`config.mk`:
```
export PLATFORM = sky130hd
export DESIGN_NAME = postfix_expression_evaluator
export DESIGN_NICKNAME = d
export VERILOG_FILES = /design/src/hdl/pfx_pkg.sv /design/src/hdl/postfix_expression_evaluator.sv /design/src/hdl/pfx_div.sv /design/src/hdl/pfx_dpath.sv /design/src/hdl/pfx_ctrl.sv
export SDC_FILE = /design/constraint.sdc
export NUM_CORES = 2
export LEC_CHECK = 0
export ABC_AREA = 0
export BUFFER_PORTS_ARGS = -buffer_cell sky130_fd_sc_hd__clkbuf_2
export CAP_MARGIN = 20
export CORE_MARGIN = 2
export CORE_UTILIZATION = 39
export CTS_BUF_LIST = sky130_fd_sc_hd__clkbuf_4 sky130_fd_sc_hd__clkbuf_8 sky130_fd_sc_hd__clkbuf_16
export CTS_CLUSTER_DIAMETER = 100
export DETAILED_ROUTE_END_ITERATION = 7
export SLEW_MARGIN = 20
export SYNTH_ARGS = -nofsm -noshare
export SYNTH_HDL_FRONTEND = slang
export SYNTH_SLANG_ARGS = --single-unit
export TNS_END_PERCENT = 50
```
`constraint.sdc`:
```
create_clock -name i_clk -period 9.7 [get_ports i_clk]
set_input_delay 1.94 -clock i_clk [delete_from_list [all_inputs] [get_ports i_clk]]
set_output_delay 1.94 -clock i_clk [all_outputs]
set_load 0.02 [all_outputs]
```
`src/hdl/pfx_pkg.sv`:
```
`timescale 1ns / 1ps
// ----------------------------------------------------------------------------
// pfx_pkg: shared types and constants of the postfix evaluator
// Word formats, symbol codes, operation and status codes, controller links.
// ----------------------------------------------------------------------------
package pfx_pkg;

    // Stack geometry
    localparam int STACK_DEPTH = 16;
    localparam int SP_W        = $clog2(STACK_DEPTH + 1);
    localparam int IDX_W       = (STACK_DEPTH > 1) ? $clog2(STACK_DEPTH) : 1;

    // Divider
    localparam int DATA_W    = 32;
    localparam int DIV_STEPS = DATA_W;
    localparam int DCNT_W    = $clog2(DIV_STEPS);

    // Character codes
    localparam logic [7:0] CH_ZERO  = 8'h30;
    localparam logic [7:0] CH_NINE  = 8'h39;
    localparam logic [7:0] CH_PLUS  = 8'h2B;
    localparam logic [7:0] CH_MINUS = 8'h2D;
    localparam logic [7:0] CH_TIMES = 8'h2A;
    localparam logic [7:0] CH_SLASH = 8'h2F;

    // Status codes
    localparam logic [1:0] ST_OK    = 2'd0;
    localparam logic [1:0] ST_UNDER = 2'd1;
    localparam logic [1:0] ST_OVER  = 2'd2;
    localparam logic [1:0] ST_DIVZ  = 2'd3;

    // Decoded operation codes
    typedef logic [2:0] t_op;
    localparam t_op OP_DIGIT = 3'd0;
    localparam t_op OP_ADD   = 3'd1;
    localparam t_op OP_SUB   = 3'd2;
    localparam t_op OP_MUL   = 3'd3;
    localparam t_op OP_DIV   = 3'd4;
    localparam t_op OP_NONE  = 3'd5;

    typedef struct packed {
        logic [7:0] symbol;
        logic       last_symbol;
    } t_in_word;

    typedef struct packed {
        logic signed [DATA_W-1:0] value;
        logic [1:0]               status;
    } t_out_word;

    // Controller to datapath
    typedef struct packed {
        logic load_in;
        logic set_digit;
        logic pop;
        logic latch_right;
        logic latch_left;
        logic alu;
        logic divz;
        logic div_start;
        logic load_quot;
        logic push;
        logic finish;
    } t_cmd;

    // Datapath to controller
    typedef struct packed {
        t_op  op;
        logic last;
        logic right_zero;
        logic div_done;
        logic out_free;
    } t_stat;

endpackage

```
`src/hdl/postfix_expression_evaluator.sv`:
```
// Each word is evaluated in full before the next one is accepted: digits
// are pushed directly, other characters pop two operands first, and / waits
// on the iterative divider unless the divisor is zero.
// On a last word the final pop shares the end step, then the output
// register loads once the previous result has left it.
// Reset (i_rst_n low, synchronous): empty stack, no error, no result pending.
`timescale 1ns / 1ps
// ----------------------------------------------------------------------------
// postfix_expression_evaluator: top level
// Evaluates a postfix expression fed one character word at a time over a
// 16-entry operand stack with sticky underflow, overflow and divide-by-zero
// status, and delivers one value/status word per expression.
// ----------------------------------------------------------------------------
module postfix_expression_evaluator
    import pfx_pkg::*;
(
    input  logic      i_clk,
    input  logic      i_rst_n,
    // input word channel
    input  logic      i_in_valid,
    output logic      o_in_stall,
    input  t_in_word  i_in_word,
    // result word channel
    output logic      o_out_valid,
    input  logic      i_out_stall,
    output t_out_word o_out_word
);

    // Command and status between sequencer and datapath
    t_cmd  w_cmd;
    t_stat w_stat;

    // Sequencer: holds the input stalled while a word is being evaluated,
    // and waits in its final step until the output register is free.
    pfx_ctrl u_ctrl (
        .i_clk      (i_clk),
        .i_rst_n    (i_rst_n),
        .i_in_valid (i_in_valid),
        .o_in_stall (o_in_stall),
        .i_stat     (w_stat),
        .o_cmd      (w_cmd)
    );

    // Datapath: stack memory with registered read, ALU with a combinational
    // multiplier, iterative divider, and the output word register that
    // decouples the result channel from the input side.
    pfx_dpath u_dpath (
        .i_clk       (i_clk),
        .i_rst_n     (i_rst_n),
        .i_cmd       (w_cmd),
        .o_stat      (w_stat),
        .i_in_word   (i_in_word),
        .i_out_stall (i_out_stall),
        .o_out_valid (o_out_valid),
        .o_out_word  (o_out_word)
    );

    // A word loads only when offered and the input is not stalled: nothing loads while busy
    a_load_idle: assert property (@(posedge i_clk) disable iff (!i_rst_n)
        w_cmd.load_in |-> (i_in_valid && !o_in_stall))
        else $error("input loaded while stalled");

endmodule

```
`src/hdl/pfx_div.sv`:
```
`timescale 1ns / 1ps
// ----------------------------------------------------------------------------
// pfx_div: iterative signed divider
// Restoring divide on magnitudes, one quotient bit per cycle, truncating.
// ----------------------------------------------------------------------------
module pfx_div
    import pfx_pkg::*;
(
    input  logic              i_clk,
    input  logic              i_rst_n,
    input  logic              i_start,
    input  logic [DATA_W-1:0] i_dividend,
    input  logic [DATA_W-1:0] i_divisor,
    output logic              o_done,
    output logic [DATA_W-1:0] o_quot
);

    logic              r_busy, n_busy;
    logic              r_done, n_done;
    logic [DCNT_W-1:0] r_cnt,  n_cnt;
    logic [DATA_W-1:0] r_quo,  n_quo;
    logic [DATA_W-1:0] r_rem,  n_rem;
    logic [DATA_W-1:0] r_dvs,  n_dvs;
    logic              r_neg,  n_neg;

    logic [DATA_W:0]   w_shift;
    logic [DATA_W:0]   w_diff;

    assign w_shift = {r_rem, r_quo[DATA_W-1]};
    assign w_diff  = w_shift - {1'b0, r_dvs};

    always_comb begin
        n_busy = r_busy;
        n_done = 1'b0;
        n_cnt  = r_cnt;
        n_quo  = r_quo;
        n_rem  = r_rem;
        n_dvs  = r_dvs;
        n_neg  = r_neg;
        if (i_start) begin
            n_busy = 1'b1;
            n_cnt  = '0;
            n_rem  = '0;
            n_neg  = i_dividend[DATA_W-1] ^ i_divisor[DATA_W-1];
            n_quo  = i_dividend[DATA_W-1] ? (~i_dividend + 1'b1) : i_dividend;
            n_dvs  = i_divisor[DATA_W-1]  ? (~i_divisor + 1'b1)  : i_divisor;
        end else if (r_busy) begin
            // subtract when the trial remainder covers the divisor
            if (!w_diff[DATA_W]) begin
                n_rem = w_diff[DATA_W-1:0];
                n_quo = {r_quo[DATA_W-2:0], 1'b1};
            end else begin
                n_rem = w_shift[DATA_W-1:0];
                n_quo = {r_quo[DATA_W-2:0], 1'b0};
            end
            n_cnt = r_cnt + 1'b1;
            if (r_cnt == DCNT_W'(DIV_STEPS - 1)) begin
                n_busy = 1'b0;
                n_done = 1'b1;
            end
        end
    end

    always_ff @(posedge i_clk) begin
        if (!i_rst_n) begin
            r_busy <= 1'b0;
            r_done <= 1'b0;
            r_cnt  <= '0;
        end else begin
            r_busy <= n_busy;
            r_done <= n_done;
            r_cnt  <= n_cnt;
        end
        r_quo <= n_quo;
        r_rem <= n_rem;
        r_dvs <= n_dvs;
        r_neg <= n_neg;
    end

    assign o_done = r_done;
    assign o_quot = r_neg ? (~r_quo + 1'b1) : r_quo;

endmodule

```
`src/hdl/pfx_dpath.sv`:
```
`timescale 1ns / 1ps
// ----------------------------------------------------------------------------
// pfx_dpath: operand stack and arithmetic
// Stack memory, pointer, sticky error, operand registers, ALU, divider and
// the output word register.
// ----------------------------------------------------------------------------
module pfx_dpath
    import pfx_pkg::*;
(
    input  logic      i_clk,
    input  logic      i_rst_n,
    input  t_cmd      i_cmd,
    output t_stat     o_stat,
    input  t_in_word  i_in_word,
    input  logic      i_out_stall,
    output logic      o_out_valid,
    output t_out_word o_out_word
);

    logic [DATA_W-1:0] r_stack [STACK_DEPTH];

    logic [SP_W-1:0]   r_sp,  n_sp;
    logic [1:0]        r_err, n_err;
    logic [7:0]        r_sym;
    logic              r_last;
    logic [DATA_W-1:0] r_rd;
    logic              r_rd_zero;
    logic [DATA_W-1:0] r_right;
    logic [DATA_W-1:0] r_left;
    logic [DATA_W-1:0] r_res;
    logic              r_out_valid;
    t_out_word         r_out_word;

    logic [SP_W-1:0]   w_sp_dec;
    logic              w_empty;
    logic              w_full;
    logic [DATA_W-1:0] w_opnd;
    logic              w_div_done;
    logic [DATA_W-1:0] w_quot;
    t_op               w_op;

    assign w_sp_dec = r_sp - 1'b1;
    assign w_empty  = (r_sp == '0);
    assign w_full   = (r_sp >= SP_W'(STACK_DEPTH));
    assign w_opnd   = r_rd_zero ? '0 : r_rd;

    // symbol decode
    always_comb begin
        if (r_sym >= CH_ZERO && r_sym <= CH_NINE) begin
            w_op = OP_DIGIT;
        end else begin
            unique case (r_sym)
                CH_PLUS:  w_op = OP_ADD;
                CH_MINUS: w_op = OP_SUB;
                CH_TIMES: w_op = OP_MUL;
                CH_SLASH: w_op = OP_DIV;
                default:  w_op = OP_NONE;
            endcase
        end
    end

    pfx_div u_div (
        .i_clk      (i_clk),
        .i_rst_n    (i_rst_n),
        .i_start    (i_cmd.div_start),
        .i_dividend (r_left),
        .i_divisor  (r_right),
        .o_done     (w_div_done),
        .o_quot     (w_quot)
    );

    // pointer and sticky error; first error wins
    always_comb begin
        n_sp  = r_sp;
        n_err = r_err;
        if (i_cmd.pop) begin
            if (w_empty) begin
                if (r_err == ST_OK) n_err = ST_UNDER;
            end else begin
                n_sp = w_sp_dec;
            end
        end
        if (i_cmd.push) begin
            if (w_full) begin
                if (r_err == ST_OK) n_err = ST_OVER;
            end else begin
                n_sp = r_sp + 1'b1;
            end
        end
        if (i_cmd.divz && r_err == ST_OK) n_err = ST_DIVZ;
        if (i_cmd.finish) begin
            n_sp  = '0;
            n_err = ST_OK;
        end
    end

    always_ff @(posedge i_clk) begin
        if (!i_rst_n) begin
            r_sp        <= '0;
            r_err       <= ST_OK;
            r_out_valid <= 1'b0;
        end else begin
            r_sp  <= n_sp;
            r_err <= n_err;
            if (i_cmd.finish) begin
                r_out_valid <= 1'b1;
            end else if (!i_out_stall) begin
                r_out_valid <= 1'b0;
            end
        end
    end

    // stack memory: one write, one registered read
    always_ff @(posedge i_clk) begin
        if (i_cmd.push && !w_full) begin
            r_stack[r_sp[IDX_W-1:0]] <= r_res;
        end
        if (i_cmd.pop) begin
            r_rd <= r_stack[w_sp_dec[IDX_W-1:0]];
        end
    end

    always_ff @(posedge i_clk) begin
        if (i_cmd.load_in) begin
            r_sym  <= i_in_word.symbol;
            r_last <= i_in_word.last_symbol;
        end
        if (i_cmd.pop)         r_rd_zero <= w_empty;
        if (i_cmd.latch_right) r_right   <= w_opnd;
        if (i_cmd.latch_left)  r_left    <= w_opnd;
        if (i_cmd.set_digit) begin
            r_res <= DATA_W'(r_sym - CH_ZERO);
        end else if (i_cmd.alu) begin
            unique case (w_op)
                OP_ADD:  r_res <= r_left + r_right;
                OP_SUB:  r_res <= r_left - r_right;
                default: r_res <= r_left * r_right;
            endcase
        end else if (i_cmd.divz) begin
            r_res <= '0;
        end else if (i_cmd.load_quot) begin
            r_res <= w_quot;
        end
        if (i_cmd.finish) begin
            r_out_word.value  <= w_opnd;
            r_out_word.status <= r_err;
        end
    end

    assign o_stat.op         = w_op;
    assign o_stat.last       = r_last;
    assign o_stat.right_zero = (r_right == '0);
    assign o_stat.div_done   = w_div_done;
    assign o_stat.out_free   = !r_out_valid || !i_out_stall;
    assign o_out_valid       = r_out_valid;
    assign o_out_word        = r_out_word;

    a_sp_bound: assert property (@(posedge i_clk) disable iff (!i_rst_n)
        r_sp <= SP_W'(STACK_DEPTH))
        else $error("stack pointer beyond depth");

    a_finish_clears: assert property (@(posedge i_clk) disable iff (!i_rst_n)
        i_cmd.finish |=> (r_sp == '0) && (r_err == ST_OK) && r_out_valid)
        else $error("end of expression did not clear stack");

    a_over_flag: assert property (@(posedge i_clk) disable iff (!i_rst_n)
        (i_cmd.push && w_full && r_err == ST_OK && !i_cmd.finish) |=> r_err == ST_OVER)
        else $error("overflow not flagged");

endmodule

```
`src/hdl/pfx_ctrl.sv`:
```
`timescale 1ns / 1ps
// ----------------------------------------------------------------------------
// pfx_ctrl: evaluation sequencer
// Steps one symbol through pop, operate, push and end-of-expression phases.
// ----------------------------------------------------------------------------
module pfx_ctrl
    import pfx_pkg::*;
(
    input  logic  i_clk,
    input  logic  i_rst_n,
    input  logic  i_in_valid,
    output logic  o_in_stall,
    input  t_stat i_stat,
    output t_cmd  o_cmd
);

    localparam logic [3:0] S_IDLE    = 4'd0;
    localparam logic [3:0] S_DECODE  = 4'd1;
    localparam logic [3:0] S_POP_R   = 4'd2;
    localparam logic [3:0] S_POP_L   = 4'd3;
    localparam logic [3:0] S_LATCH_L = 4'd4;
    localparam logic [3:0] S_OP      = 4'd5;
    localparam logic [3:0] S_DIV     = 4'd6;
    localparam logic [3:0] S_PUSH    = 4'd7;
    localparam logic [3:0] S_END     = 4'd8;
    localparam logic [3:0] S_FINAL   = 4'd9;

    logic [3:0] r_state, n_state;

    always_comb begin
        n_state = r_state;
        o_cmd   = '0;
        unique case (r_state)
            S_IDLE: begin
                if (i_in_valid) begin
                    o_cmd.load_in = 1'b1;
                    n_state       = S_DECODE;
                end
            end
            S_DECODE: begin
                if (i_stat.op == OP_DIGIT) begin
                    o_cmd.set_digit = 1'b1;
                    n_state         = S_PUSH;
                end else begin
                    n_state = S_POP_R;
                end
            end
            S_POP_R: begin
                o_cmd.pop = 1'b1;
                n_state   = S_POP_L;
            end
            S_POP_L: begin
                o_cmd.pop         = 1'b1;
                o_cmd.latch_right = 1'b1;
                n_state           = S_LATCH_L;
            end
            S_LATCH_L: begin
                o_cmd.latch_left = 1'b1;
                n_state          = S_OP;
            end
            S_OP: begin
                if (i_stat.op == OP_ADD || i_stat.op == OP_SUB || i_stat.op == OP_MUL) begin
                    o_cmd.alu = 1'b1;
                    n_state   = S_PUSH;
                end else if (i_stat.op == OP_DIV) begin
                    if (i_stat.right_zero) begin
                        o_cmd.divz = 1'b1;
                        n_state    = S_PUSH;
                    end else begin
                        o_cmd.div_start = 1'b1;
                        n_state         = S_DIV;
                    end
                end else begin
                    n_state = S_END;
                end
            end
            S_DIV: begin
                if (i_stat.div_done) begin
                    o_cmd.load_quot = 1'b1;
                    n_state         = S_PUSH;
                end
            end
            S_PUSH: begin
                o_cmd.push = 1'b1;
                n_state    = S_END;
            end
            S_END: begin
                if (i_stat.last) begin
                    o_cmd.pop = 1'b1;
                    n_state   = S_FINAL;
                end else begin
                    n_state = S_IDLE;
                end
            end
            S_FINAL: begin
                if (i_stat.out_free) begin
                    o_cmd.finish = 1'b1;
                    n_state      = S_IDLE;
                end
            end
            default: n_state = S_IDLE;
        endcase
    end

    always_ff @(posedge i_clk) begin
        if (!i_rst_n) begin
            r_state <= S_IDLE;
        end else begin
            r_state <= n_state;
        end
    end

    assign o_in_stall = (r_state != S_IDLE);

    a_div_wait: assert property (@(posedge i_clk) disable iff (!i_rst_n)
        o_cmd.div_start |=> r_state == S_DIV)
        else $error("divide start without wait state");

    a_one_mem_op: assert property (@(posedge i_clk) disable iff (!i_rst_n)
        !(o_cmd.pop && o_cmd.push))
        else $error("pop and push in one cycle");

endmodule

```
==> impl_metrics.py <==
metrics = {
    "clock_network": {
        "clkTransAtPathRegs_ns": 0.06,
        "htreeDepth": 3,
        "clockBufferDepth": 3,
        "cts_root_buf": "clkbuf_16",
        "cts_resized": 0,
        "cts_sinks": 800,
        "hold_buffers": 0,
        "postCtsSetupRepairBufs": 0,
        "cts_tree": "done",
        "numCtsBuffers": 84,
        "clock_latency_ns": 0.67,
    },
    "outcome": {
        "status": "completed",
    },
    "worst_setup_path": {
        "max_stage_delay_ns": 0.98,
        "criticalPathCategory": "reg -> reg",
        "worstSetupStartpointType": "flip-flop",
        "end_kind": "flip-flop",
        "critPathMaxFanout": 19,
        "cp_slowest_cell": "edfxtp_1",
        "cp_cell_sequence": "buf_4, and2_1, fa_1, fa_1, fa_1, inv_1, fa_1, inv_1, fa_1, fa_1, fa_1, fa_1, ha_1, a21o_1, a21o_1, a21oi_1, o21ai_0, a41oi_1, o21ai_0, a31oi_1, o21ai_0, xnor2_1, o32ai_1",
        "cp.arrival_ns": 8.75,
        "crit_required_ns": 10.10,
        "crit_top_cell": "fa_1",
    },
    "synthesis": {
        "avgSynthCellArea_um2": 12.6,
        "synth_edf_count": 749,
        "synth_fp_nets": 4716,
        "yosysSeqAreaShare": 0.457,
        "ys.flop_type": "edfxtp_1",
        "netlist_area_um2": 51500,
        "async_flop_share": 0,
        "synth_cell_types": 75,
        "syn_inst": 4094,
        "ys_ff_latch": 800,
        "yosys_warnings": 0,
    },
    "final_layout": {
        "final_common_cell": "edfxtp_1",
        "drive_above_1_share": 0.116,
        "final_nets": 4720,
        "synthToLayoutAreaGrowth_pct": 10.1,
        "final_cell_mix": "edfxtp_1 (749), inv_1 (442), fa_1 (410), nand2_1 (395), and2_1 (314)",
        "final_core_util": 0.432,
    },
    "timing": {
        "max-slew-margin-rel": 0.253,
        "timing.hold.ws_ns": 0.468,
        "fin_skew_ns": 0.0583,
        "period_minus_slack_ns": 8.35,
        "setup_violations": 0,
        "max_freq_mhz": 120,
        "setup_tns_ns": 0,
        "tightest_slew_ns": 1.12,
        "slew_viol_final": 0,
        "rsz0062_at_grt": "no",
        "min_period_over_period": 0.861,
        "finalHoldViolCount": 0,
    },
    "min_path": {
        "hold_path_class": "reg -> reg",
    },
    "placement": {
        "dpl.hpwl_um": 95900,
        "port_buffers": 48,
        "place.gp.congestion": 0.940,
    },
    "floorplanning": {
        "die_h_um": 367,
        "fp-row-count": 133,
        "start_util": 0.392,
        "ios": 49,
        "dieArea_um2": 135000,
        "die_w_um": 367,
        "core_um2": 131000,
    },
    "drt": {
        "routed_wl_um": 140000,
        "drcViolationCount": 0,
        "dr.pass1.iters": 5,
        "num_vias": 32000,
        "ant_nets": 0,
        "via_per_inst": 5.41,
        "drtIter0Drc": 2813,
        "wl_per_cell_um": 23.6,
    },
    "grt": {
        "antenna_found_initial": 9,
        "grt_first_pass_wirelength_um": 212000,
        "grt_max_degree": 55,
        "track_usage": 0.209,
        "first_global_vias": 33000,
        "overflow": 0,
    },
    "power_and_ir_drop": {
        "power_density_nw_per_um2": 325,
        "power_leakage_nw": 21.7,
        "ir_worst_vdd_uv": 707,
    },
    "run": {
        "cap_violations": 0,
    },
}
final timing paths:
check                               end                from  slack (ns)  cells past startpoint
setup / recovery      u_dpath.r_res[31]  u_dpath.r_right[5]        1.35                     23
hold / removal    u_dpath.o_out_word[1]    u_dpath.r_err[1]        0.47                      0
setup reg to reg      u_dpath.r_res[31]  u_dpath.r_right[5]        1.35                     23
hold reg to reg   u_dpath.o_out_word[1]    u_dpath.r_err[1]        0.47                      0
layout make-up:
cell class	instances	area, um^2
well taps	1755	2200
flip-flops and latches	800	23500
fillers	12100	74600
inverters	442	1660
repair buffers	136	928
diodes	3	7.51
clock buffers	110	2320
clock inverters	46	419
multi-input cells	2634	25700
state kept, by name, indices dropped and copies added (netlist names):
signal and flops:
u_dpath.u_div.r_busy 1, u_dpath.r_last 1, u_dpath.u_div.r_quo 32, u_dpath.r_sp 5, u_dpath.o_out_word 34, u_dpath.r_sym 8, u_ctrl.r_state 4, u_dpath.u_div.r_dvs 32
u_dpath.r_stack 512, u_dpath.u_div.r_rem 32, u_dpath.r_left 32, u_dpath.r_res 32, u_dpath.r_err 2, u_dpath.r_rd_zero 1, u_dpath.u_div.o_done 1, u_dpath.r_rd 32
u_dpath.r_right 32, u_dpath.u_div.r_neg 1, u_dpath.u_div.r_cnt 5, u_dpath.o_out_valid 1
through the flow:
stage                     total power, mW  std cells  area [um^2]  setup WS, ns
after floorplan                      11.3       4094        51500          2.46
after global placement               15.2       5765        53900          1.55
after detailed placement             15.1       5765        53900          1.48
after CTS                            18.4       5921        56700          1.43
after global routing                 19.7       5923        56700         0.977
final                                18.5       5926        56700          1.35
kinds of logic after synthesis:
group,synth area share
fa+ha+maj,0.208
flops,0.457
simple gates,0.105
buf+inv,0.0484
xor+xnor,0.0449
compound gates,0.0604
mux,0.0774
power by group:
part / internal [mW] / switching (mW) / total [mW] / leakage (nW)
sequential: 3.82 / 0.0965 / 3.91 / 7.19
combinational: 4.47 / 6.91 / 11.4 / 13.2
clock: 1.80 / 1.37 / 3.16 / 1.37
synthesized netlist by cell type, types with 5 or more instances:
library cell	number	share of area
a211oi_1	15	0.0022
a21boi_0	5	0.00073
a21o_1	37	0.0054
a21oi_1	131	0.013
a221oi_1	9	0.0015
a31oi_1	9	0.0011
and2_1	314	0.038
and3_1	8	0.00097
buf_1	17	0.0012
clkbuf_1	198	0.014
dfxtp_1	51	0.020
edfxtp_1	749	0.44
fa_1	410	0.16
ha_1	199	0.048
inv_1	442	0.032
mux2i_1	36	0.0070
mux4_2	160	0.070
nand2_1	396	0.029
nand2b_1	28	0.0034
nand3_1	28	0.0027
nand4_1	13	0.0016
nor2_1	131	0.0095
nor2b_1	40	0.0049
nor3_1	30	0.0029
nor4_1	17	0.0021
o2111ai_1	6	0.0010
o211ai_1	7	0.0010
o21a_1	24	0.0035
o21ai_0	145	0.014
o21bai_1	5	0.00073
o221ai_1	9	0.0015
o22ai_1	8	0.00097
o31ai_1	34	0.0050
o41ai_1	12	0.0020
or2_2	7	0.00085
or3_1	19	0.0023
or3_4	5	0.0011
or4_1	15	0.0022
xnor2_1	156	0.027
xor2_1	108	0.018
critical path, delay by kind of cell (launching register included):
family	cells	cell delay, ns
buffers and inverters	3	0.46
AOI/OAI and AO/OA	9	1.94
DFF	1	0.98
xor gates and xnor gates	1	0.24
adders and majority gates	9	4.27
and+or+nand+nor	1	0.18
metal layers:
layer	part of all wire	vias to the layer above	global-route usage
met2	0.48	1064	0.345
met3	0.063	211	0.0276
met5	0.000057	-	0
li1	-	14200	-
met1	0.43	16600	0.291
met4	0.028	2	0.0564
(Power assumes the default switching activity.)
